File: src/ipwvs_pkg.sv
// Shared types, constants and register map for the IR pulse-width vote steering block.
package ipwvs_pkg;

  localparam int TIME_BITS_DEF = 32;
  localparam int CFG_W         = 32;
  localparam int CFG_ADDR_W    = 3;
  localparam int CNT_W         = 8;
  localparam int OUT_W         = 24;

  localparam logic [CFG_W-1:0] SHORT_LOW_RST  = 32'd4500;
  localparam logic [CFG_W-1:0] SHORT_HIGH_RST = 32'd5500;
  localparam logic [CFG_W-1:0] LONG_LOW_RST   = 32'd9500;
  localparam logic [CFG_W-1:0] LONG_HIGH_RST  = 32'd10500;
  localparam logic [CFG_W-1:0] THIRD_LOW_RST  = 32'd14500;
  localparam logic [CFG_W-1:0] THIRD_HIGH_RST = 32'd15500;
  localparam logic [CNT_W-1:0] WINDOW_LEN_RST = 8'd10;

  typedef enum logic [CFG_ADDR_W-1:0] {
    REG_SHORT_LOW  = 3'd0,
    REG_SHORT_HIGH = 3'd1,
    REG_LONG_LOW   = 3'd2,
    REG_LONG_HIGH  = 3'd3,
    REG_THIRD_LOW  = 3'd4,
    REG_THIRD_HIGH = 3'd5,
    REG_WINDOW_LEN = 3'd6
  } reg_index_t;

  typedef enum logic [1:0] {
    CODE_STOP    = 2'd0,
    CODE_LEFT    = 2'd1,
    CODE_RIGHT   = 2'd2,
    CODE_FORWARD = 2'd3
  } drive_code_t;

  localparam logic MODE_EDGE = 1'b0;
  localparam logic MODE_TICK = 1'b1;

  typedef struct packed {
    logic [CFG_W-1:0] short_low;
    logic [CFG_W-1:0] short_high;
    logic [CFG_W-1:0] long_low;
    logic [CFG_W-1:0] long_high;
    logic [CFG_W-1:0] third_low;
    logic [CFG_W-1:0] third_high;
    logic [CNT_W-1:0] window_len;
  } cfg_t;

  typedef struct packed {
    logic is_short;
    logic is_long;
    logic is_third;
  } pulse_class_t;

  typedef struct packed {
    logic        emit;
    drive_code_t code;
    logic [CNT_W-1:0] short_total;
    logic [CNT_W-1:0] long_total;
  } vote_res_t;

endpackage

File: src/ir_pulse_width_vote_steering.sv
// Top level of the IR pulse-width vote steering block.
//
//  channel   dir  handshake            payload
//  s_axis    in   tvalid/tready        tdata: capture_time; tuser: mode
//  m_axis    out  tvalid/tready        tdata: drive_code, short_total, long_total
//  cfg       in   cfg_we (no wait)     cfg_addr = register index, cfg_wdata
//
// One beat per cycle in steady state while the output is not stalled. A beat
// is first held in the input register; pairing, classification and the window
// vote are then worked out in a single combinational pass and land in the
// output register.
// Reset (rst, synchronous) empties both registers, clears the pairing and
// window state and reloads all configuration registers with their defaults.
// A stalled output holds the input stage; s_axis_tready drops only when the
// input register is full and the output register holds an untaken beat.
module ir_pulse_width_vote_steering
  import ipwvs_pkg::*;
#(
  parameter int TIME_BITS = TIME_BITS_DEF   // timer width, 16..32
) (
  input  logic                  clk,
  input  logic                  rst,
  input  logic                  s_axis_tvalid,
  output logic                  s_axis_tready,
  input  logic [31:0]           s_axis_tdata,   // [31:0] capture_time
  input  logic [0:0]            s_axis_tuser,   // [0] mode
  output logic                  m_axis_tvalid,
  input  logic                  m_axis_tready,
  output logic [OUT_W-1:0]      m_axis_tdata,   // [1:0] drive_code, [9:2] short_total,
                                                // [17:10] long_total, [23:18] zero
  input  logic                  cfg_we,
  input  logic [CFG_ADDR_W-1:0] cfg_addr,
  input  logic [CFG_W-1:0]      cfg_wdata
);

  cfg_t                 cfg;
  vote_res_t            res;

  // input stage
  logic                 in_valid;
  logic                 in_mode;
  logic [TIME_BITS-1:0] in_time;

  // output stage
  logic                 out_valid;
  drive_code_t          out_code;
  logic [CNT_W-1:0]     out_short;
  logic [CNT_W-1:0]     out_long;

  logic out_free, advance, s_beat;

  assign out_free      = !out_valid || m_axis_tready;
  assign advance       = in_valid && out_free;
  assign s_axis_tready = !in_valid || out_free;
  assign s_beat        = s_axis_tvalid && s_axis_tready;

  ipwvs_cfg u_cfg (
    .clk   (clk),
    .rst   (rst),
    .we    (cfg_we),
    .addr  (cfg_addr),
    .wdata (cfg_wdata),
    .cfg   (cfg)
  );

  ipwvs_vote #(.TIME_BITS(TIME_BITS)) u_vote (
    .clk          (clk),
    .rst          (rst),
    .cfg          (cfg),
    .advance      (advance),
    .mode         (in_mode),
    .capture_time (in_time),
    .res          (res)
  );

  always_ff @(posedge clk) begin
    if (rst) begin
      in_valid <= 1'b0;
    end else if (s_beat) begin
      in_valid <= 1'b1;
    end else if (advance) begin
      in_valid <= 1'b0;
    end
  end

  // only the low TIME_BITS of the timer take part
  always_ff @(posedge clk) begin
    if (s_beat) begin
      in_mode <= s_axis_tuser[0];
      in_time <= s_axis_tdata[TIME_BITS-1:0];
    end
  end

  always_ff @(posedge clk) begin
    if (rst) begin
      out_valid <= 1'b0;
    end else if (advance) begin
      out_valid <= res.emit;
    end else if (m_axis_tready) begin
      out_valid <= 1'b0;
    end
  end

  always_ff @(posedge clk) begin
    if (advance && res.emit) begin
      out_code  <= res.code;
      out_short <= res.short_total;
      out_long  <= res.long_total;
    end
  end

  assign m_axis_tvalid = out_valid;
  assign m_axis_tdata  = {(OUT_W - 2 - 2*CNT_W)'(0), out_long, out_short, out_code};

endmodule

File: src/ipwvs_cfg.sv
// Configuration register file for the pulse classifier and voting window.
module ipwvs_cfg
  import ipwvs_pkg::*;
(
  input  logic                  clk,
  input  logic                  rst,
  input  logic                  we,
  input  logic [CFG_ADDR_W-1:0] addr,
  input  logic [CFG_W-1:0]      wdata,
  output cfg_t                  cfg
);

  always_ff @(posedge clk) begin
    if (rst) begin
      cfg.short_low  <= SHORT_LOW_RST;
      cfg.short_high <= SHORT_HIGH_RST;
      cfg.long_low   <= LONG_LOW_RST;
      cfg.long_high  <= LONG_HIGH_RST;
      cfg.third_low  <= THIRD_LOW_RST;
      cfg.third_high <= THIRD_HIGH_RST;
      cfg.window_len <= WINDOW_LEN_RST;
    end else if (we) begin
      unique case (addr)
        REG_SHORT_LOW:  cfg.short_low  <= wdata;
        REG_SHORT_HIGH: cfg.short_high <= wdata;
        REG_LONG_LOW:   cfg.long_low   <= wdata;
        REG_LONG_HIGH:  cfg.long_high  <= wdata;
        REG_THIRD_LOW:  cfg.third_low  <= wdata;
        REG_THIRD_HIGH: cfg.third_high <= wdata;
        REG_WINDOW_LEN: cfg.window_len <= wdata[CNT_W-1:0];
        default: ;  // unmapped index, dropped
      endcase
    end
  end

endmodule

File: src/ipwvs_classify.sv
// Pulse width classifier: short (exclusive bounds), long and third (inclusive bounds).
module ipwvs_classify
  import ipwvs_pkg::*;
#(
  parameter int TIME_BITS = TIME_BITS_DEF
) (
  input  logic [TIME_BITS-1:0] width,
  input  cfg_t                 cfg,
  output pulse_class_t         cls
);

  logic [CFG_W-1:0] w;
  logic             in_short, in_long, in_third;

  assign w        = CFG_W'(width);
  assign in_short = (w > cfg.short_low) && (w < cfg.short_high);
  assign in_long  = (w >= cfg.long_low) && (w <= cfg.long_high);
  assign in_third = (w >= cfg.third_low) && (w <= cfg.third_high);

  // short wins over long, long over third
  assign cls.is_short = in_short;
  assign cls.is_long  = !in_short && in_long;
  assign cls.is_third = !in_short && !in_long && in_third;

endmodule

File: src/ipwvs_vote.sv
// Edge pairing, window counters, supervision flag and steering decision.
module ipwvs_vote
  import ipwvs_pkg::*;
#(
  parameter int TIME_BITS = TIME_BITS_DEF
) (
  input  logic                 clk,
  input  logic                 rst,
  input  cfg_t                 cfg,
  input  logic                 advance,   // item in the input stage is consumed
  input  logic                 mode,
  input  logic [TIME_BITS-1:0] capture_time,
  output vote_res_t            res
);

  logic                 edge_phase, edge_phase_next;
  logic [TIME_BITS-1:0] first_edge_time;
  logic [CNT_W-1:0]     fill_count, fill_count_next;
  logic [CNT_W-1:0]     short_count, short_count_next;
  logic [CNT_W-1:0]     long_count, long_count_next;
  logic                 window_done, window_done_next;

  logic [TIME_BITS-1:0] width;
  pulse_class_t         cls;
  logic                 hit;
  logic [CNT_W-1:0]     fill_inc, short_inc, long_inc, limit;
  logic                 full;

  assign width = capture_time - first_edge_time;

  ipwvs_classify #(.TIME_BITS(TIME_BITS)) u_classify (
    .width (width),
    .cfg   (cfg),
    .cls   (cls)
  );

  assign hit       = cls.is_short || cls.is_long || cls.is_third;
  assign fill_inc  = fill_count + CNT_W'(1);
  assign short_inc = (cls.is_short && short_count != '1) ? short_count + CNT_W'(1)
                                                          : short_count;
  assign long_inc  = (cls.is_long && long_count != '1) ? long_count + CNT_W'(1)
                                                        : long_count;
  assign limit     = (cfg.window_len == '0) ? CNT_W'(1) : cfg.window_len;
  assign full      = fill_inc >= limit;

  always_comb begin
    edge_phase_next  = edge_phase;
    fill_count_next  = fill_count;
    short_count_next = short_count;
    long_count_next  = long_count;
    window_done_next = window_done;
    res.emit         = 1'b0;
    res.code         = CODE_STOP;
    res.short_total  = '0;
    res.long_total   = '0;
    if (mode == MODE_TICK) begin
      res.emit         = !window_done;
      window_done_next = 1'b0;
    end else if (!edge_phase) begin
      edge_phase_next = 1'b1;
    end else begin
      edge_phase_next = 1'b0;
      if (hit) begin
        if (!full) begin
          fill_count_next  = fill_inc;
          short_count_next = short_inc;
          long_count_next  = long_inc;
        end else begin
          res.emit         = 1'b1;
          res.short_total  = short_inc;
          res.long_total   = long_inc;
          if (short_inc > long_inc)      res.code = CODE_LEFT;
          else if (long_inc > short_inc) res.code = CODE_RIGHT;
          else                           res.code = CODE_FORWARD;
          fill_count_next  = '0;
          short_count_next = '0;
          long_count_next  = '0;
          window_done_next = 1'b1;
        end
      end
    end
  end

  always_ff @(posedge clk) begin
    if (rst) begin
      edge_phase  <= 1'b0;
      fill_count  <= '0;
      short_count <= '0;
      long_count  <= '0;
      window_done <= 1'b0;
    end else if (advance) begin
      edge_phase  <= edge_phase_next;
      fill_count  <= fill_count_next;
      short_count <= short_count_next;
      long_count  <= long_count_next;
      window_done <= window_done_next;
    end
  end

  // reset value of the first timestamp is zero, as the behavior expects
  always_ff @(posedge clk) begin
    if (rst) begin
      first_edge_time <= '0;
    end else if (advance && mode == MODE_EDGE && !edge_phase) begin
      first_edge_time <= capture_time;
    end
  end

endmodule

File: config.mk
export PLATFORM = sky130hd
export DESIGN_NAME = ir_pulse_width_vote_steering
export DESIGN_NICKNAME = d
export VERILOG_FILES = /design/src/ipwvs_pkg.sv /design/src/ir_pulse_width_vote_steering.sv /design/src/ipwvs_cfg.sv /design/src/ipwvs_classify.sv /design/src/ipwvs_vote.sv
export SDC_FILE = /design/constraint.sdc
export NUM_CORES = 1
export LEC_CHECK = 0
export BUFFER_PORTS_ARGS = -buffer_cell sky130_fd_sc_hd__buf_2
export CORE_MARGIN = 8
export CORE_UTILIZATION = 60
export CTS_CLUSTER_DIAMETER = 80
export DETAILED_ROUTE_END_ITERATION = 7
export PLACE_DENSITY = 0.78
export SETUP_SLACK_MARGIN = 0.05
export SYNTH_ARGS = -nofsm -noshare
export SYNTH_HDL_FRONTEND = slang
export SYNTH_SLANG_ARGS = --single-unit
File: constraint.sdc
create_clock -name clk -period 12.25 [get_ports clk]
set_input_delay 0.6125 -clock clk [delete_from_list [all_inputs] [get_ports clk]]
set_output_delay 0.6125 -clock clk [all_outputs]
set_load 0.01 [all_outputs]
==> impl_metrics.ini <==
[run_status]
status = finished, final reports clean

[die]
rows = 64
die_w_um = 190
initial_core_util = 0.602
io_pins = 99
dieArea_um2 = 36200
core_um2 = 30300
fp.dieH_um = 190

[clock_tree]
cts-buffers-inserted = 36
post_cts_buffers = 0
clock-sinks = 311
clockBufferDepth = 3
ctsHoldBuffers = 0
cts-htree-levels = 2
worst_skew_pair.late_latency_ps = 530
cts_root_buffer = clkbuf_16
clk_pin_slew_ps = 60
cts.repair.resized = 0
cts_tree = yes

[logic_synthesis]
synth.area.top_cells = dfxtp_1, ha_1, nand2_1
postSynthCellCount = 2253
yosysTopAreaCellShare = 0.286
syn_avg_cell_area_um2 = 8.09
synth_cell_types = 84
synth_edf_count = 51
syn_area_um2 = 18200
async_flop_share = 0
yosysMostFrequentCell = nand2_1
ys_ff_latch = 311
synthMuxAreaShare = 0.00494
synth-compound-area-share = 0.170
synth_top_family_by_area = simple AND/OR/NAND/NOR gates
synth_ff_type = dfxtp_1
synthTopCellsByCount = nand2_1, a21oi_1, dfxtp_1
yosys_warnings = 0
synth_top_cell_by_area = dfxtp_1
synth_xor_area_frac = 0.0197
synthSimpleGateAreaFrac = 0.195
synth-adder-area-share = 0.167
synth-seq-area-share = 0.370

[sta]
tns_ps = 0
fin_crit_sh = 0.618
hold_viol = 0
report.final.slew_viol_count = 0
rsz0062_at_grt = false
worstMarginPinSlew_ps = 1160
setup_viol = 0
min_period_ps = 7580
timing.fmax_ghz = 0.132
whs_ps = 255
fin_skew_ps = 16.3
max-slew-margin-rel = 0.226

[critical_path]
cp_common_cell = ha_1
slowest_delay_ps = 860
worst_setup_path_end_kind = flop
cp_max_fo = 12
worst_setup_path_start_kind = flop
crit_arrival_ps = 7820
cp_slowest_cell = o41ai_1
path_depth = 28
cp_num_buf_inv = 2
crit_required_ps = 12500
critPathTopFamily = compound AO/OA/AOI/OAI gates
reg2reg_depth = 28
worstSetupPathType = flop to flop
reg2reg_setup_slack_ps = 4670
reg2reg_to = out_code[0]$_SDFFCE_PP0P_
regToRegStartpoint = in_time[0]$_DFFE_PP_

[final_layout]
nFillCells = 2561
final_nets = 2629
area_growth_pct = 10.1
antenna_cells = 0
layout-drive-gt1-share = 0.0816

[pwr]
power_w = 0.00267
ir_drop_v = 0.000128
power_leakage_nw = 7.97
power.density_nw_per_um2 = 133

[routing]
routedWlPerCell_um = 17.7
routed_wl_mm = 48.3
viasPerCell = 5.76
vias = 15800
dr.pass1.iters = 5
drt-met1-wl_mm = 20.7
highest_layer = met5
dr_wl_met2_mm = 22.7
drc = 0
dr_wl_met3_mm = 3.09
drtIter0Drc = 1190
ant_nets = 0

[min_path]
min_to = in_time[14]$_DFFE_PP_
worstHoldStart = s_axis_tdata[14]
hold_depth = 1
hold_path.class = primary input to flop

[grt]
grt_pass1_wl_mm = 76.8
grt_pass1_vias = 15200
grt-ovfl-total = 0
antenna_found_initial = 1
grt_max_degree = 96
track_usage = 0.262

[placement]
post-dp-hpwl_mm = 34.6
portBuffers = 92
gp_congestion = 0.892

[run]
maxCapViolations = 0
layer usage:
metal  global-route usage  up-vias
met4                0.104        2
met1                0.326     7369
met5                    0        -
met2                0.445      492
li1                     -     7792
met3               0.0446      117
per-stage QoR:
stage | area, um^2 | util | setup WS [ps] | cells
after CTS | 20100 | 0.663 | 4790 | 2736
after global placement | 19000 | 0.627 | 5000 | 2672
after floorplan | 18200 | - | 6380 | 2258
after global routing | 20100 | 0.663 | 4120 | 2736
final | 20100 | 0.663 | 4670 | 2736
after detailed placement | 19000 | 0.627 | 4880 | 2672
layout by cell type, fill, tap and decap left out, types with 13 or more instances in the layout:
cell type and count:
a211o_1 28, a21o_1 26, a21oi_1 287, buf_2 91
buf_4 18, clkbuf_1 13, clkbuf_16 36, dfxtp_1 260
edfxtp_1 51, ha_1 241, inv_1 252, nand2_1 490
nand3_1 40, nand3b_1 17, nand4_1 40, nor2_1 96
nor2b_1 21, nor3_1 16, o21ai_0 47, xnor2_1 28
xor2_1 13
logic make-up (layout without fill, tap and decap cells):
group / after synthesis / in the layout
multiplexers: 9 / 9
XOR/XNOR: 41 / 41
buffers and inverters: 344 / 426
AO/OA/AOI/OAI: 501 / 501
flip-flops: 311 / 311
AND/OR/NAND/NOR: 804 / 804
adder cells (fa/ha/maj): 242 / 242
other: 1 / 6
where the power goes:
part | internal [W] | leakage [nW] | total, W | switching [W]
combinational | 0.000211 | 4.82 | 0.000573 | 0.000362
sequential | 0.00107 | 2.61 | 0.00108 | 0.0000131
clock | 0.000592 | 0.534 | 0.00102 | 0.000429
flip-flops by register name (all words and copies together) (netlist names):
name                    cells
in_mode                     1
in_time                    32
in_valid                    1
m_axis_tvalid               1
out_code                    2
out_long                    8
out_short                   8
u_cfg.cfg                 200
u_vote.edge_phase           1
u_vote.fill_count           8
u_vote.first_edge_time     32
u_vote.long_count           8
u_vote.short_count          8
u_vote.window_done          1
cell type report:
type	instances	area (um^2)	share of cell area
Timing Repair Buffer	110	602	0.0300
Clock inverter	11	101	0.00505
Clock buffer	53	1000	0.0501
Tap cell	396	495	0.0247
Multi-Input combinational cell	1603	10200	0.508
Inverter	252	946	0.0471
Sequential cell	311	6740	0.336
how the worst max path moves through the flow:
stage | from | to | slack (ps)
5_1_grt | in_time[0]$_DFFE_PP_ | out_code[0]$_SDFFCE_PP0P_ | 4120
2_1_floorplan | in_time[0]$_DFFE_PP_ | out_code[0]$_SDFFCE_PP0P_ | 6380
6_report | in_time[0]$_DFFE_PP_ | out_code[0]$_SDFFCE_PP0P_ | 4670
4_1_cts | in_time[0]$_DFFE_PP_ | out_code[0]$_SDFFCE_PP0P_ | 4790
3_5_place_dp | in_time[0]$_DFFE_PP_ | out_code[0]$_SDFFCE_PP0P_ | 4880
3_3_place_gp | in_time[0]$_DFFE_PP_ | out_code[0]$_SDFFCE_PP0P_ | 5000
Note: power is estimated with default switching activity, not from simulation.
